===== src/tbfb_pkg.sv =====
// tbfb_pkg: shared types, constants and the bcd helper for the time broadcast frame builder
// no dependencies; used by every module under src
`timescale 1ns / 1ps

package tbfb_pkg;

    // configuration register indexes
    localparam logic [1:0] CFG_OPCODE = 2'd0;
    localparam logic [1:0] CFG_START  = 2'd1;
    localparam logic [1:0] CFG_END    = 2'd2;

    // reset values of the configuration registers
    localparam logic [7:0] RST_OPCODE = 8'h00;
    localparam logic [7:0] RST_START  = 8'h01;
    localparam logic [7:0] RST_END    = 8'h04;

    // fixed frame bytes and conversion constants
    localparam logic [7:0] LEN_BIN    = 8'h08;
    localparam logic [7:0] LEN_ASC    = 8'h0d;
    localparam logic [7:0] ALT_OPCODE = 8'hb5;
    localparam logic [7:0] ASCII_ZERO = 8'd48;
    localparam logic [7:0] MIN_YEAR   = 8'd123;
    localparam logic [2:0] SUNDAY_TX  = 3'd7;

    // frame formats
    localparam logic FMT_BIN = 1'b0;
    localparam logic FMT_ASC = 1'b1;

    // byte positions within a frame
    localparam int IDX_W = 5;
    localparam logic [IDX_W-1:0] IDX_START   = 5'd0;
    localparam logic [IDX_W-1:0] IDX_DEST_HI = 5'd1;
    localparam logic [IDX_W-1:0] IDX_DEST_LO = 5'd2;
    localparam logic [IDX_W-1:0] IDX_SRC_HI  = 5'd3;
    localparam logic [IDX_W-1:0] IDX_SRC_LO  = 5'd4;
    localparam logic [IDX_W-1:0] IDX_LEN     = 5'd5;
    localparam logic [IDX_W-1:0] IDX_OP      = 5'd6;
    localparam logic [IDX_W-1:0] IDX_DATA0   = 5'd7;
    localparam logic [IDX_W-1:0] BIN_LAST    = 5'd16;
    localparam logic [IDX_W-1:0] ASC_LAST    = 5'd21;

    // one classified frame request, queued between front and back
    typedef struct packed {
        logic            fmt;
        logic [7:0]      opcode;
        logic [15:0]     dest;
        logic [15:0]     src;
        logic [7:0]      wday_bcd;
        logic [5:0][7:0] vals;
    } t_frame_desc;

    // packed bcd of a value below 100; tens through a reciprocal multiply
    function automatic logic [7:0] bcd_of(input logic [6:0] v);
        logic [14:0] prod;
        logic [3:0]  tens;
        logic [6:0]  units;
        prod  = {8'd0, v} * 15'd205;
        tens  = prod[14:11];
        units = v - ({3'd0, tens} * 7'd10);
        return {tens, units[3:0]};
    endfunction

endpackage


===== src/time_broadcast_frame_builder.sv =====
// time_broadcast_frame_builder: top level with configuration registers, front, queue and back
// depends on tbfb_pkg, tbfb_front, tbfb_queue, tbfb_back
`timescale 1ns / 1ps

// Turns one calendar-time request into a date-time broadcast frame sent one byte per output
// transaction: 17 bytes in the binary bcd format, 22 bytes in the ascii digit format, the last
// byte flagged by o_last_byte. Requests with a year below 2023 are accepted and produce nothing.
// The back end sequencer emits one byte per cycle unless i_ready stalls the output, and frames
// follow each other with no gap; a two-entry queue lets the input keep accepting while a frame
// is being sent. The first byte of a frame passes through the queue, the sequencer's descriptor
// register and the output register before it is presented. Configuration writes take effect
// on the next clock and are meant to be done while the block is idle.

module time_broadcast_frame_builder (
    input  logic        i_clk,
    input  logic        i_rst_n,
    // configuration write port
    input  logic        i_cfg_wr_en,
    input  logic [1:0]  i_cfg_index,
    input  logic [7:0]  i_cfg_data,
    // request channel
    input  logic        i_valid,
    output logic        o_ready,
    input  logic        i_frame_format,
    input  logic        i_alt_opcode,
    input  logic [15:0] i_dest_addr,
    input  logic [15:0] i_src_addr,
    input  logic [2:0]  i_weekday,
    input  logic [4:0]  i_day_of_month,
    input  logic [3:0]  i_month_index,
    input  logic [7:0]  i_years_since_1900,
    input  logic [4:0]  i_hour,
    input  logic [5:0]  i_minute,
    input  logic [5:0]  i_second,
    // byte channel
    output logic        o_valid,
    input  logic        i_ready,
    output logic [7:0]  o_tx_byte,
    output logic        o_last_byte
);

    logic [7:0] r_set_time_opcode;
    logic [7:0] r_start_byte;
    logic [7:0] r_end_byte;

    logic                  q_full;
    logic                  q_push;
    logic                  q_pop;
    logic                  q_valid;
    tbfb_pkg::t_frame_desc front_desc;
    tbfb_pkg::t_frame_desc q_desc;

    // configuration registers, unknown indexes ignored
    always_ff @(posedge i_clk) begin
        if (!i_rst_n) begin
            r_set_time_opcode <= tbfb_pkg::RST_OPCODE;
            r_start_byte      <= tbfb_pkg::RST_START;
            r_end_byte        <= tbfb_pkg::RST_END;
        end else if (i_cfg_wr_en) begin
            unique case (i_cfg_index)
                tbfb_pkg::CFG_OPCODE: r_set_time_opcode <= i_cfg_data;
                tbfb_pkg::CFG_START:  r_start_byte      <= i_cfg_data;
                tbfb_pkg::CFG_END:    r_end_byte        <= i_cfg_data;
                default: ;
            endcase
        end
    end

    // request classification
    tbfb_front u_front (
        .i_valid            (i_valid),
        .i_frame_format     (i_frame_format),
        .i_alt_opcode       (i_alt_opcode),
        .i_dest_addr        (i_dest_addr),
        .i_src_addr         (i_src_addr),
        .i_weekday          (i_weekday),
        .i_day_of_month     (i_day_of_month),
        .i_month_index      (i_month_index),
        .i_years_since_1900 (i_years_since_1900),
        .i_hour             (i_hour),
        .i_minute           (i_minute),
        .i_second           (i_second),
        .i_set_time_opcode  (r_set_time_opcode),
        .i_q_full           (q_full),
        .o_ready            (o_ready),
        .o_push             (q_push),
        .o_desc             (front_desc)
    );

    // descriptor queue
    tbfb_queue u_queue (
        .i_clk   (i_clk),
        .i_rst_n (i_rst_n),
        .i_push  (q_push),
        .i_desc  (front_desc),
        .i_pop   (q_pop),
        .o_full  (q_full),
        .o_valid (q_valid),
        .o_desc  (q_desc)
    );

    // byte sequencer
    tbfb_back u_back (
        .i_clk        (i_clk),
        .i_rst_n      (i_rst_n),
        .i_q_valid    (q_valid),
        .i_q_desc     (q_desc),
        .o_q_pop      (q_pop),
        .i_start_byte (r_start_byte),
        .i_end_byte   (r_end_byte),
        .o_valid      (o_valid),
        .i_ready      (i_ready),
        .o_tx_byte    (o_tx_byte),
        .o_last_byte  (o_last_byte)
    );

endmodule


===== src/tbfb_front.sv =====
// tbfb_front: classifies requests, drops early years and converts time fields to bcd
// depends on tbfb_pkg
`timescale 1ns / 1ps

module tbfb_front (
    input  logic                 i_valid,
    input  logic                 i_frame_format,
    input  logic                 i_alt_opcode,
    input  logic [15:0]          i_dest_addr,
    input  logic [15:0]          i_src_addr,
    input  logic [2:0]           i_weekday,
    input  logic [4:0]           i_day_of_month,
    input  logic [3:0]           i_month_index,
    input  logic [7:0]           i_years_since_1900,
    input  logic [4:0]           i_hour,
    input  logic [5:0]           i_minute,
    input  logic [5:0]           i_second,
    input  logic [7:0]           i_set_time_opcode,
    input  logic                 i_q_full,
    output logic                 o_ready,
    output logic                 o_push,
    output tbfb_pkg::t_frame_desc o_desc
);

    logic [7:0] year_mod;
    logic [4:0] month_tx;
    logic [2:0] wday_tx;
    logic       early;

    // queue space decides acceptance; early years are taken and dropped
    assign o_ready = !i_q_full;
    assign early   = i_years_since_1900 < tbfb_pkg::MIN_YEAR;
    assign o_push  = i_valid && !i_q_full && !early;

    // year modulo 100, valid for the accepted range 123..255
    assign year_mod = (i_years_since_1900 >= 8'd200) ? (i_years_since_1900 - 8'd200)
                                                     : (i_years_since_1900 - 8'd100);
    assign month_tx = {1'b0, i_month_index} + 5'd1;
    assign wday_tx  = (i_weekday == 3'd0) ? tbfb_pkg::SUNDAY_TX : i_weekday;

    // build the frame descriptor
    always_comb begin
        o_desc.fmt      = i_frame_format;
        o_desc.opcode   = (i_frame_format == tbfb_pkg::FMT_ASC && i_alt_opcode)
                          ? tbfb_pkg::ALT_OPCODE : i_set_time_opcode;
        o_desc.dest     = i_dest_addr;
        o_desc.src      = i_src_addr;
        o_desc.wday_bcd = {5'd0, wday_tx};
        o_desc.vals[0]  = tbfb_pkg::bcd_of({2'd0, i_day_of_month});
        o_desc.vals[1]  = tbfb_pkg::bcd_of({2'd0, month_tx});
        o_desc.vals[2]  = tbfb_pkg::bcd_of(year_mod[6:0]);
        o_desc.vals[3]  = tbfb_pkg::bcd_of({2'd0, i_hour});
        o_desc.vals[4]  = tbfb_pkg::bcd_of({1'b0, i_minute});
        o_desc.vals[5]  = tbfb_pkg::bcd_of({1'b0, i_second});
    end

endmodule


===== src/tbfb_queue.sv =====
// tbfb_queue: two-entry descriptor queue between front and back
// depends on tbfb_pkg
`timescale 1ns / 1ps

module tbfb_queue (
    input  logic                  i_clk,
    input  logic                  i_rst_n,
    input  logic                  i_push,
    input  tbfb_pkg::t_frame_desc i_desc,
    input  logic                  i_pop,
    output logic                  o_full,
    output logic                  o_valid,
    output tbfb_pkg::t_frame_desc o_desc
);

    tbfb_pkg::t_frame_desc r_mem [2];
    logic       r_wr_ptr;
    logic       r_rd_ptr;
    logic [1:0] r_count;
    logic       n_wr_ptr;
    logic       n_rd_ptr;
    logic [1:0] n_count;
    logic       do_pop;

    assign o_full  = r_count == 2'd2;
    assign o_valid = r_count != 2'd0;
    assign o_desc  = r_mem[r_rd_ptr];
    assign do_pop  = i_pop && o_valid;

    // pointer and count update
    always_comb begin
        n_wr_ptr = r_wr_ptr ^ i_push;
        n_rd_ptr = r_rd_ptr ^ do_pop;
        n_count  = r_count + {1'b0, i_push} - {1'b0, do_pop};
    end

    always_ff @(posedge i_clk) begin
        if (!i_rst_n) begin
            r_wr_ptr <= 1'b0;
            r_rd_ptr <= 1'b0;
            r_count  <= 2'd0;
        end else begin
            r_wr_ptr <= n_wr_ptr;
            r_rd_ptr <= n_rd_ptr;
            r_count  <= n_count;
        end
    end

    // storage
    always_ff @(posedge i_clk) begin
        if (i_push) begin
            r_mem[r_wr_ptr] <= i_desc;
        end
    end

endmodule


===== src/tbfb_back.sv =====
// tbfb_back: byte sequencer that walks a frame descriptor and drives the output register
// depends on tbfb_pkg
`timescale 1ns / 1ps

module tbfb_back (
    input  logic                  i_clk,
    input  logic                  i_rst_n,
    input  logic                  i_q_valid,
    input  tbfb_pkg::t_frame_desc i_q_desc,
    output logic                  o_q_pop,
    input  logic [7:0]            i_start_byte,
    input  logic [7:0]            i_end_byte,
    output logic                  o_valid,
    input  logic                  i_ready,
    output logic [7:0]            o_tx_byte,
    output logic                  o_last_byte
);

    tbfb_pkg::t_frame_desc r_desc;
    logic                       r_busy;
    logic [tbfb_pkg::IDX_W-1:0] r_idx;
    logic [15:0]                r_sum;
    logic                       r_out_valid;
    logic [7:0]                 r_out_byte;
    logic                       r_out_last;

    logic                       n_busy;
    logic [tbfb_pkg::IDX_W-1:0] n_idx;
    logic [15:0]                n_sum;

    logic                       advance;
    logic                       at_last;
    logic [tbfb_pkg::IDX_W-1:0] last_idx;
    logic [tbfb_pkg::IDX_W-1:0] rel;
    logic [tbfb_pkg::IDX_W-1:0] rel_m1;
    logic [7:0]                 digits;
    logic [7:0]                 cur_byte;
    logic                       is_data;

    // frame geometry
    assign last_idx = (r_desc.fmt == tbfb_pkg::FMT_ASC) ? tbfb_pkg::ASC_LAST
                                                        : tbfb_pkg::BIN_LAST;
    assign at_last  = r_idx == last_idx;
    assign advance  = r_busy && (!r_out_valid || i_ready);
    assign o_q_pop  = !r_busy || (advance && at_last);

    assign rel     = r_idx - tbfb_pkg::IDX_DATA0;
    assign rel_m1  = rel - 5'd1;
    assign is_data = (r_idx >= tbfb_pkg::IDX_DATA0) && (r_idx <= last_idx - 5'd3);

    // data byte for the current position
    always_comb begin
        digits = r_desc.vals[rel[3:1]];
        if (r_desc.fmt == tbfb_pkg::FMT_ASC) begin
            cur_byte = tbfb_pkg::ASCII_ZERO
                       + {4'd0, (rel[0] ? digits[3:0] : digits[7:4])};
        end else if (rel == 5'd0) begin
            cur_byte = r_desc.wday_bcd;
        end else begin
            cur_byte = r_desc.vals[rel_m1[2:0]];
        end
    end

    // byte select over the frame layout
    logic [7:0] tx_sel;
    always_comb begin
        if (r_idx == tbfb_pkg::IDX_START) begin
            tx_sel = i_start_byte;
        end else if (r_idx == tbfb_pkg::IDX_DEST_HI) begin
            tx_sel = r_desc.dest[15:8];
        end else if (r_idx == tbfb_pkg::IDX_DEST_LO) begin
            tx_sel = r_desc.dest[7:0];
        end else if (r_idx == tbfb_pkg::IDX_SRC_HI) begin
            tx_sel = r_desc.src[15:8];
        end else if (r_idx == tbfb_pkg::IDX_SRC_LO) begin
            tx_sel = r_desc.src[7:0];
        end else if (r_idx == tbfb_pkg::IDX_LEN) begin
            tx_sel = (r_desc.fmt == tbfb_pkg::FMT_ASC) ? tbfb_pkg::LEN_ASC
                                                       : tbfb_pkg::LEN_BIN;
        end else if (r_idx == tbfb_pkg::IDX_OP) begin
            tx_sel = r_desc.opcode;
        end else if (is_data) begin
            tx_sel = cur_byte;
        end else if (r_idx == last_idx - 5'd2) begin
            tx_sel = r_sum[15:8];
        end else if (r_idx == last_idx - 5'd1) begin
            tx_sel = r_sum[7:0];
        end else begin
            tx_sel = i_end_byte;
        end
    end

    // sequencer next state and running checksum
    always_comb begin
        n_busy = r_busy;
        n_idx  = r_idx;
        n_sum  = r_sum;
        if (advance) begin
            n_idx = r_idx + 5'd1;
            if (r_idx == tbfb_pkg::IDX_OP) begin
                n_sum = {8'd0, r_desc.opcode};
            end else if (is_data) begin
                n_sum = r_sum + {8'd0, cur_byte};
            end
            if (at_last) begin
                n_busy = 1'b0;
            end
        end
        if (o_q_pop && i_q_valid) begin
            n_busy = 1'b1;
            n_idx  = tbfb_pkg::IDX_START;
        end
    end

    always_ff @(posedge i_clk) begin
        if (!i_rst_n) begin
            r_busy <= 1'b0;
            r_idx  <= tbfb_pkg::IDX_START;
        end else begin
            r_busy <= n_busy;
            r_idx  <= n_idx;
        end
    end

    always_ff @(posedge i_clk) begin
        r_sum <= n_sum;
        if (o_q_pop && i_q_valid) begin
            r_desc <= i_q_desc;
        end
    end

    // output register, refilled in the same cycle it is taken
    always_ff @(posedge i_clk) begin
        if (!i_rst_n) begin
            r_out_valid <= 1'b0;
        end else if (advance) begin
            r_out_valid <= 1'b1;
        end else if (i_ready) begin
            r_out_valid <= 1'b0;
        end
    end

    always_ff @(posedge i_clk) begin
        if (advance) begin
            r_out_byte <= tx_sel;
            r_out_last <= at_last;
        end
    end

    assign o_valid     = r_out_valid;
    assign o_tx_byte   = r_out_byte;
    assign o_last_byte = r_out_last;

endmodule

===== config.mk =====
export PLATFORM = sky130hd
export DESIGN_NAME = time_broadcast_frame_builder
export DESIGN_NICKNAME = d
export VERILOG_FILES = /design/src/tbfb_pkg.sv /design/src/time_broadcast_frame_builder.sv /design/src/tbfb_front.sv /design/src/tbfb_queue.sv /design/src/tbfb_back.sv
export SDC_FILE = /design/constraint.sdc
export NUM_CORES = 1
export LEC_CHECK = 0
export BUFFER_PORTS_ARGS = -buffer_cell sky130_fd_sc_hd__buf_2
export CAP_MARGIN = 40
export CORE_ASPECT_RATIO = 1.2
export CORE_MARGIN = 1.5
export CORE_UTILIZATION = 55
export CTS_BUF_LIST = sky130_fd_sc_hd__clkbuf_2 sky130_fd_sc_hd__clkbuf_4 sky130_fd_sc_hd__clkbuf_8
export DETAILED_ROUTE_END_ITERATION = 10
export GPL_TIMING_DRIVEN = 0
export HOLD_SLACK_MARGIN = 0.06
export PLACE_DENSITY = 0.76
export RECOVER_POWER = 100
export SETUP_SLACK_MARGIN = 0.1
export SLEW_MARGIN = 10
export SYNTH_ARGS = -nofsm -noshare
export SYNTH_HDL_FRONTEND = slang
export SYNTH_SLANG_ARGS = --single-unit

===== constraint.sdc =====
create_clock -name i_clk -period 5.9 [get_ports i_clk]
set_input_delay 0.59 -clock i_clk [delete_from_list [all_inputs] [get_ports i_clk]]
set_output_delay 0.59 -clock i_clk [all_outputs]
set_load 0.01 [all_outputs]

==> impl_metrics.tcl, run 1 <==
set metrics [dict create \
    whs_endpoint "u_queue.r_mem[1][58]$_DFFE_PP_" \
    min_from "i_src_addr[15]" \
    die_width_um 165.4 \
    dieHeight_um 197.9 \
    cts_tree "built" \
    max-slew-margin-rel_pct -113.3 \
    dp_hpwl_um 26470 \
    synth_edf_count 277 \
    cp_max_fo 5 \
    finalSetupViolations 0 \
    fin_crit_ns 5.697 \
    power.leakage_nw 7.985 \
    yosys_warnings 0 \
    drtIter0Drc 706 \
    final_cell_mix "277 x edfxtp_1, 176 x ha_1, 116 x inv_1, 76 x clkbuf_1, 75 x mux2_2" \
    antenna_found_initial 0 \
    port_buffers 96 \
    wl_per_cell_um 18.32 \
    rrSetupSlack_ns 0.52 \
    dieArea_um2 32730 \
    synth_top_area_share_pct 47.79 \
    worst_slack_ns 0.2032 \
    ys_async_sr_fraction_pct 0 \
    htreeDepth 2 \
    place_ws_ns -0.6932 \
    tightest_slew_ns 3.199 \
    synth_cells 1351 \
    crit_start "i_years_since_1900[2]" \
    synth_fa_ha_area_share_pct 16.55 \
    avgSynthCellArea_um2 12.88 \
    via_count 10956 \
    grt_pass1_vias 11207 \
    rsz0062_at_grt "true" \
    arrival_ns 5.99 \
    power_density_nw_per_um2 391.0 \
    yosys-top-cells-area "edfxtp_1 48%, ha_1 13%, mux2_2 5.6%, dfxtp_1 4.0%, fa_1 3.7%" \
    register_area_um2 9019 \
    synth_top_family_by_area "adder cells" \
    multiInputGateArea_um2 7853 \
    synth_mux_area_share_pct 9.137 \
    ys_types 71 \
    criticalPathCategory "input port to flip-flop" \
    failed_checks "capacitance limit, slew limit" \
    max-cap-violations 5 \
    dr.pass1.iters 7 \
    grt_pass1_wl_um 56150 \
    cts_buffers 45 \
    worstSetupEndpointType "flip-flop" \
    ant_nets 0 \
    peakVddDrop_mv 0.2870 \
    root_buffer "clkbuf_8" \
    synthSimpleGateAreaFrac_pct 7.663 \
    period_share_pct 96.56 \
    drc 0 \
    worstPathRequired_ns 6.20 \
    coreArea_um2 31270 \
    rr_endpoint "u_back.r_sum[15]$_SDFFCE_PP0P_" \
    dp.cells 1852 \
    start_kind "input port" \
    clkSlewWorstSetupHoldPaths_ns 0.07 \
    vias_per_cell 5.633 \
    fin_worst_skew_ns 0.03216 \
    antennaDiodeCount 0 \
    max_freq_ghz 0.1755 \
    synth_nets 1648 \
    track_usage_pct 22.19 \
    grt_overflow 0 \
    num-fill-cells 2387 \
    reg2reg_from "u_back.r_idx[0]$_SDFFE_PP0P_" \
    ys_seq_area_share_pct 51.82 \
    wirelength_um 35630 \
    io_pins 97 \
    synthXorXnorAreaFrac_pct 3.314 \
    yosys_most_used_dff "edfxtp_1" \
    grt_start_max_net_pins 55 \
    cts_buffer_depth 3 \
    syn_to_final_growth_pct 12.33 \
    instances_no_fill 1945 \
    routabilityCongestion 0.9470 \
    clk_latency_ns 0.58 \
    final_nets 1805 \
    r2r_cells 17 \
    hp-class "input port to flip-flop" \
    yosysTopAreaCell "edfxtp_1" \
    syn_area_um2 17410 \
    rows 71 \
    maxSlewViolCount 208 \
    finalHoldViolCount 0 \
    synth_compound_gate_area_share_pct 7.764 \
    clock_sinks 312 \
    ys_ff_latch 312 \
    final_common_cell "edfxtp_1" \
    hold_depth 1 \
    status "complete, but fails checks" \
    drive_above_1_share_pct 17.88 \
    initial_core_util_pct 55.66 \
]
-- cell families after synthesis --
family,after synthesis
DFF,312
and+or+nand+nor,261
adders and majority gates,211
AOI/OAI and AO/OA,198
buffers and inverters,166
muxes,138
xor gates and xnor gates,65
-- metal layers --
layer  GRT usage [%]  routed length, um  share of wire (%)
met3           3.247               1370                3.8
met5               0                  0                  0
met1           26.01              13900                 39
met2           38.93              18450                 52
met4           12.04               1910                5.4
-- cell usage after synthesis, types with 5 or more instances --
cell	number
a31oi_1	9
buf_1	5
buf_2	13
a221oi_1	5
nand4_1	8
nand3_1	19
mux2_2	87
a22oi_1	7
xor2_1	27
o21a_1	7
mux4_2	8
nor2b_1	34
fa_1	32
nand2_1	61
and3_1	8
clkbuf_1	22
and2_1	15
dfxtp_1	35
o221ai_1	5
or2_2	9
or3_1	6
mux2i_1	43
nand3b_1	6
xnor2_1	37
nor2_1	59
nand2b_1	14
a21oi_1	50
inv_1	123
o21ai_0	33
nor3_1	9
a21o_1	14
edfxtp_1	277
ha_1	179
o211ai_1	8
o22ai_1	7
a211oi_1	7
a21boi_0	5
-- where the power goes --
| group | switching [mW] | internal, mW | total, mW |
|---|---|---|---|
| logic | 1.47 | 1.13 | 2.60 |
| clock network | 0.783 | 1.00 | 1.79 |
| registers | 0.197 | 3.06 | 3.25 |
-- sequential cells by signal, summed over array words and instances (netlist names) --
| signal | count |
|---|---|
| u_queue.r_mem | 168 |
| u_back.r_desc | 84 |
| u_back.r_sum | 16 |
| r_end_byte | 8 |
| r_set_time_opcode | 8 |
| r_start_byte | 8 |
| u_back.o_tx_byte | 8 |
| u_back.r_idx | 5 |
| u_queue.r_count | 2 |
| u_back.o_last_byte | 1 |
| u_back.o_valid | 1 |
| u_back.r_busy | 1 |
| u_queue.r_rd_ptr | 1 |
| u_queue.r_wr_ptr | 1 |
-- area by class of cell --
| class | instances | share of cell area (%) |
|---|---|---|
| timing repair buffer | 110 | 2.841 |
| sequential | 312 | 46.13 |
| clock buffer | 72 | 4.365 |
| multi-input combinational | 873 | 40.16 |
| inverter | 123 | 2.432 |
| buffer | 43 | 0.9727 |
| clock inverter | 11 | 0.5312 |
| tap | 401 | 2.566 |
-- worst max-delay path: stages --
cell	delay (ns)
buf_12	0.11
inv_12	0.04
ha_4	0.11
or3b_4	0.39
a31oi_4	0.21
mux2i_2	0.29
xor2_2	0.29
inv_2	0.10
nor2_4	0.13
nor2_4	0.04
fa_1	0.44
ha_1	0.30
inv_2	0.04
fa_1	0.53
inv_2	0.05
ha_4	0.21
nand4_1	0.09
nor2_1	0.06
a221o_1	0.30
a211o_4	0.35
a21oi_2	0.20
xor2_2	0.12
fa_2	0.41
xnor2_2	0.14
xnor2_1	0.18
xnor2_1	0.16
xnor2_1	0.10
-- repair_timing --
action	4_1_cts	5_1_grt
endpoints found under the setup margin	2	2
hold buffers	0	0
pin swaps	2	17
gates resized for setup	4	22
gates cloned	0	0
buffers inserted	3	7
-- through the flow --
step	cell area (um^2)	hold slack, ns	TNS [ns]	power [mW]	util (%)
5_1_grt	19550	0.1711	0	8.109	62.52
2_1_floorplan	17450	0.4439	-0.1120	5.073	-
6_report	19550	0.2004	0	7.644	62.52
3_3_place_gp	18430	0.4741	-1.445	5.721	58.94
4_1_cts	19560	0.1644	0	7.651	62.54
3_5_place_dp	18560	0.4818	-1.762	5.812	59.34
-- worst max-delay path by stage --
stage                                                end  slack (ns)  depth (start not counted)
after floorplan           u_queue.r_mem[0][15]$_DFFE_PP_       -0.06                         27
after global placement    u_queue.r_mem[1][15]$_DFFE_PP_       -0.62                         27
after detailed placement  u_queue.r_mem[1][15]$_DFFE_PP_       -0.69                         28
after CTS                 u_queue.r_mem[1][15]$_DFFE_PP_        0.10                         28
after global routing      u_queue.r_mem[0][15]$_DFFE_PP_       0.008                         25
final                     u_queue.r_mem[1][15]$_DFFE_PP_        0.20                         27
No activity file was read; power rests on OpenSTA's default activity.
==> run 2: changes to the inputs <==
CORE_MARGIN = default   (was 1.5)
==> run 2 against run 1 <==
The flow still finishes with violations (capacitance limit, slew limit). Die area down 1.1%. Register-to-register slack worse by 0.05 ns. Cell area about the same. Critical path depth down 1. Worst hold slack better by 0.018 ns. Non-clock buffer count down 2. Wire length up 0.54%. Critical endpoint is now u_queue.r_mem[0][15]$_DFFE_PP_.
==> impl_metrics.tcl, run 2 (same netlist as run 1, synthesis figures left out) <==
set metrics [dict create \
    min_from "i_dest_addr[8]" \
    cts_buffers 46 \
    reg_top3 "u_queue.r_mem (168), u_back.r_desc (84), u_back.r_sum (16)" \
    instances_no_fill 1942 \
    register_area_um2 9019 \
    fin_worst_skew_ns 0.02484 \
    dp_hpwl_um 26370 \
    rr_endpoint "u_back.r_sum[15]$_SDFFCE_PP0P_" \
    power.leakage_nw 7.960 \
    fin_crit_ns 5.676 \
    antennaDiodeCount 0 \
    whs_endpoint "u_queue.r_mem[1][67]$_DFFE_PP_" \
    placed_area_um2 18550 \
    htreeDepth 2 \
    final_cell_mix "277 x edfxtp_1, 173 x ha_1, 115 x inv_1, 77 x clkbuf_1, 69 x mux2_2" \
    worst_slack_ns 0.2240 \
    via_count 11055 \
    power_density_nw_per_um2 390.0 \
    dr.pass1.iters 5 \
    drc 0 \
    cts_buffer_depth 3 \
    slowest_stage "fa_1" \
    period_share_pct 96.20 \
    wl_per_cell_um 18.44 \
    clock_sinks 312 \
    largest_reg_flops 168 \
    final_nets 1804 \
    vias_per_cell 5.693 \
    grt_pass1_wl_um 56490 \
    max-cap-violations 4 \
    failed_checks "capacitance limit, slew limit" \
    io_pins 97 \
    die_width_um 164.4 \
    cts_tree "built" \
    max-slew-margin-rel_pct -101.7 \
    crit_top_cell "inv_2" \
    drive_above_1_share_pct 17.46 \
    ctsHoldBuffers 0 \
    critPathMaxStageDelay_ns 0.49 \
    grt_start_max_net_pins 53 \
    rrSetupSlack_ns 0.47 \
    routabilityCongestion 0.9491 \
    max_freq_ghz 0.1762 \
    criticalPathCategory "input port to flip-flop" \
    syn_to_final_growth_pct 12.26 \
    holdWs_ns 0.2185 \
    stdcell_area_um2 19540 \
    track_usage_pct 22.50 \
    finalSetupViolations 0 \
    worstPathRequired_ns 6.18 \
    maxSlewViolCount 174 \
    clkSlewWorstSetupHoldPaths_ns 0.07 \
    initial_core_util_pct 55.66 \
    worstSetupEndpointType "flip-flop" \
    peakVddDrop_mv 0.2614 \
    status "complete, but fails checks" \
    r2r_cells 17 \
    num-fill-cells 2397 \
    clk_latency_ns 0.56 \
    dieArea_um2 32370 \
    tightest_slew_ns 3.025 \
    place_ws_ns -0.7431 \
    rows 71 \
    antenna_found_initial 0 \
    grt_overflow 0 \
    grt_pass1_vias 11203 \
    fin_util_pct 62.48 \
    port_buffers 96 \
    final_common_cell "edfxtp_1" \
    coreArea_um2 31270 \
    reg2reg_from "u_back.r_idx[1]$_SDFFE_PP0P_" \
    cp_max_fo 7 \
    multiInputGateArea_um2 7888 \
    arrival_ns 5.96 \
    finalHoldViolCount 0 \
    drtIter0Drc 599 \
    hold_depth 1 \
    ant_nets 0 \
    hp-class "input port to flip-flop" \
    wirelength_um 35820 \
    root_buffer "clkbuf_8" \
    top_register "u_queue.r_mem" \
    dp.cells 1852 \
    dieHeight_um 196.9 \
    start_kind "input port" \
    rsz0062_at_grt "true" \
]
## run 2: changes by cell type in the layout (fill, tap and decap cells not counted), moves of 3 or more
cell      change
buf_4         -3
clkbuf_8      -3
ha_1          -3
ha_4          +3
mux2_1        +6
mux2_2        -6
## run 2: critical path, delay by kind of cell
| kind | cells | cell delay (ns) |
|---|---|---|
| muxes | 1 | 0.29 |
| and+or+nand+nor | 5 | 0.76 |
| adders and majority gates | 6 | 1.97 |
| AOI/OAI and AO/OA | 3 | 0.80 |
| buffers and inverters | 5 | 0.43 |
| xor gates and xnor gates | 6 | 1.09 |
## run 2: area by class of cell
| type | count | share of cell area (%) |
|---|---|---|
| flip-flops and latches | 312 | 46.16 |
| multi-input cells | 873 | 40.37 |
| clock buffers | 67 | 4.079 |
| repair buffers | 108 | 2.664 |
| well taps | 401 | 2.568 |
| inverters | 123 | 2.440 |
| plain buffers | 43 | 0.9734 |
| clock inverters | 15 | 0.7492 |
## run 2: routing by layer
layer	vias up	track usage, %	share of wire [%]
met5	-	0	0
met4	0	10.67	4.2
met3	99	2.946	3.7
met2	284	40.94	53
met1	5400	25.91	39
li1	5272	-	-
## run 2: timing repair
item / 4_1_cts / 5_1_grt
setup buffers: 5 / 3
resized for setup: 8 / 23
gates cloned: 0 / 0
setup endpoints to repair: 2 / 2
pin swaps: 13 / 16
## run 2: per-stage QoR
stage	TNS [ns]	power (mW)
floorplan	-0.1120	5.073
global route	0	8.087
global placement	-1.657	5.724
finish	0	7.621
CTS	0	7.655
detailed placement	-1.867	5.812
## run 2: power breakdown
group	internal (mW)	switching (mW)
Sequential	3.06	0.196
Clock	0.998	0.781
Combinational	1.11	1.48
## run 2: how the worst max path moves through the flow
stage,start,to,slack (ns)
floorplan,i_years_since_1900[2],u_queue.r_mem[0][15]$_DFFE_PP_,-0.06
global placement,i_years_since_1900[2],u_queue.r_mem[0][15]$_DFFE_PP_,-0.64
detailed placement,i_years_since_1900[2],u_queue.r_mem[0][15]$_DFFE_PP_,-0.74
CTS,i_years_since_1900[2],u_queue.r_mem[0][15]$_DFFE_PP_,0.14
global route,i_years_since_1900[0],u_queue.r_mem[1][15]$_DFFE_PP_,0.004
finish,i_years_since_1900[0],u_queue.r_mem[0][15]$_DFFE_PP_,0.22
==> run 3: changes to the inputs <==
ABC_AREA = 1   (was default)
==> run 3 against run 2 <==
The flow finishes with violations (DRC, capacitance limit, slew limit). Setup slack improved by 0.29 ns. First-iteration DRC count rose by 39%. Highest routed layer unchanged. Critical endpoint is now u_queue.r_mem[1][15]$_DFFE_PP_. Synthesized cell count rose by 37%. Count of clock-buffer cells in the layout fell by 8.
==> impl_metrics.tcl, run 3 <==
set metrics [dict create \
    final_common_cell "nand2_1" \
    yosys-top-cells-area "edfxtp_1 47%, ha_1 13%, nand2_1 12%, inv_1 5.8%, dfxtp_1 4.0%" \
    worstSetupEndpointType "flip-flop" \
    final_cell_mix "581 x nand2_1, 277 x edfxtp_1, 274 x inv_1, 179 x ha_1, 89 x nor2_1" \
    antennaDiodeCount 0 \
    largest_reg_flops 168 \
    drtIter0Drc 832 \
    fin_worst_skew_ns 0.02347 \
    max_freq_ghz 0.1857 \
    cts_tree "built" \
    sequentialPowerShare_pct 42.4 \
    antenna_found_initial 0 \
    synth_common_cells "579 x nand2_1, 277 x edfxtp_1, 273 x inv_1" \
    hp-class "input port to flip-flop" \
    fin_crit_ns 5.386 \
    io_pins 97 \
    drc 8 \
    start_kind "input port" \
    place_ws_ns -0.1587 \
    yosys_most_used_dff "edfxtp_1" \
    routabilityCongestion 0.8996 \
    synth_most_common_cell "nand2_1" \
    yosys_warnings 0 \
    power_density_nw_per_um2 395.8 \
    clk_latency_ns 0.57 \
    final_nets 2299 \
    num-fill-cells 2565 \
    syn_to_final_growth_pct 10.60 \
    holdWs_ns 0.2011 \
    cp_max_fo 5 \
    switching_share_pct 36.54 \
    synth_top_area_share_pct 47.03 \
    finalHoldViolCount 0 \
    grt_overflow 0 \
    rows 71 \
    criticalPathCategory "input port to flip-flop" \
    comb_power_share_pct 36.0 \
    maxSlewViolCount 216 \
    worst_slack_ns 0.5138 \
    ys_seq_area_share_pct 50.99 \
    synth_cells 1850 \
    power_mw 7.741 \
    status "complete, but fails checks" \
    p_int_mw 4.913 \
    max-slew-margin-rel_pct -65.01 \
    wirelength_um 36770 \
    rsz0062_at_grt "false" \
    dp.cells 2353 \
    finalSetupViolations 0 \
    p_switching_mw 2.828 \
    clkPwrFrac_pct 21.5 \
    reg_top3 "u_queue.r_mem (168), u_back.r_desc (84), u_back.r_sum (16)" \
    drive_above_1_share_pct 8.301 \
    tns_ns 0 \
    cts_buffers 46 \
    dp_hpwl_um 27820 \
    htreeDepth 2 \
    crit_buf_inv 6 \
    ys_ff_latch 312 \
    port_buffers 96 \
    cpLargestDelayFamily "adder cells" \
    wl_per_cell_um 15.09 \
    ant_nets 0 \
    vias_per_cell 5.243 \
    grt_start_max_net_pins 49 \
    synth_edf_count 277 \
    initial_core_util_pct 56.08 \
    clkSlewWorstSetupHoldPaths_ns 0.07 \
    avgSynthCellArea_um2 9.560 \
    ys_async_sr_fraction_pct 0 \
    ys_types 46 \
    clock_sinks 312 \
    top_register "u_queue.r_mem" \
    root_buffer "clkbuf_8" \
    worstPathRequired_ns 6.20 \
    slowest_stage "fa_1" \
    instances_no_fill 2437 \
    critPathMaxStageDelay_ns 0.52 \
    dr.pass1.iters 9 \
    cts_buffer_depth 3 \
    grt_pass1_vias 12880 \
    power.leakage_nw 9.255 \
    max-cap-violations 7 \
    dieArea_um2 32880 \
    arrival_ns 5.69 \
    coreArea_um2 31540 \
    grt_pass1_wl_um 60950 \
    failed_checks "DRC, capacitance limit, slew limit" \
    yosysTopAreaCell "edfxtp_1" \
    via_count 12776 \
    synth_nets 2147 \
    period_share_pct 91.29 \
    peakVddDrop_mv 0.2290 \
    die_width_um 165.7 \
    track_usage_pct 23.09 \
    syn_area_um2 17690 \
    tightest_slew_ns 2.475 \
    dieHeight_um 198.4 \
]
-- run 3: final timing paths --
check | slack, ns | from | cells after the start | to
worst min register to register | 0.46 | r_end_byte[6]$_SDFFE_PN0P_ | 2 | r_end_byte[6]$_SDFFE_PN0P_
worst max register to register | 0.82 | u_back.r_idx[0]$_SDFFE_PP0P_ | 23 | u_back.r_sum[12]$_SDFFCE_PP0P_
worst max-delay path | 0.51 | i_years_since_1900[2] | 29 | u_queue.r_mem[1][15]$_DFFE_PP_
worst min-delay path | 0.20 | i_dest_addr[9] | 1 | u_queue.r_mem[1][68]$_DFFE_PP_
-- run 3: worst register-to-register path: cells and delay by family (launching register included) --
| kind | cells | cell delay, ns |
|---|---|---|
| compound gates | 3 | 0.72 |
| xor+xnor | 1 | 0.15 |
| fa+ha+maj | 2 | 0.83 |
| buf+inv | 5 | 1.57 |
| flops | 1 | 0.40 |
| simple gates | 12 | 1.17 |
-- run 3: stage by stage --
| step | instance area (um^2) | util (%) |
|---|---|---|
| CTS | 19700 | 62.48 |
| global route | 19560 | 62.02 |
| finish | 19560 | 62.02 |
| global placement | 18670 | 59.21 |
| detailed placement | 18830 | 59.70 |
| floorplan | 17690 | - |
-- run 3: area by class of cell --
class | instances | area (um^2) | share of cell area, %
buffer | 39 | 181.4 | 0.9275
clock buffer | 59 | 737.0 | 3.768
clock inverter | 23 | 138.9 | 0.7100
tap | 401 | 501.7 | 2.565
timing repair buffer | 104 | 486.7 | 2.488
sequential | 312 | 9019 | 46.11
inverter | 281 | 1055 | 5.392
multi-input combinational | 1218 | 7441 | 38.04
-- run 3: timing repair --
item,CTS,global route
gates resized for setup,0,5
endpoints found under the setup margin,0,2
setup buffers,0,2
hold buffers,0,0
-- run 3: logic make-up (layout without fill, tap and decap cells) --
kind of cell	after synthesis	count (layout)	synth area share (%)
fa+ha+maj	211	211	16.29
simple gates	795	795	18.22
xor+xnor	37	37	1.875
buf+inv	320	506	7.053
flops	312	312	50.99
compound gates	175	175	5.568
-- run 3: power by group through the flow --
| stage | Clock [mW] | Sequential, mW | Combinational, mW |
|---|---|---|---|
| 4_1_cts | 1.69 | 3.27 | 2.85 |
| 2_1_floorplan | 0 | 3.30 | 1.98 |
| 3_3_place_gp | 0 | 3.35 | 2.62 |
| 3_5_place_dp | 0 | 3.31 | 2.84 |
| 5_1_grt | 1.80 | 3.32 | 3.21 |
| 6_report | 1.67 | 3.28 | 2.79 |
-- run 3: metal layers --
metal	global-route usage [%]	wire [um]	vias up	part of all wire [%]
met5	0	0	-	0
met4	7.304	960	0	2.6
met3	3.124	1660	76	4.5
met2	42.62	18550	322	50
met1	27.98	15600	5993	42
li1	-	-	6385	-
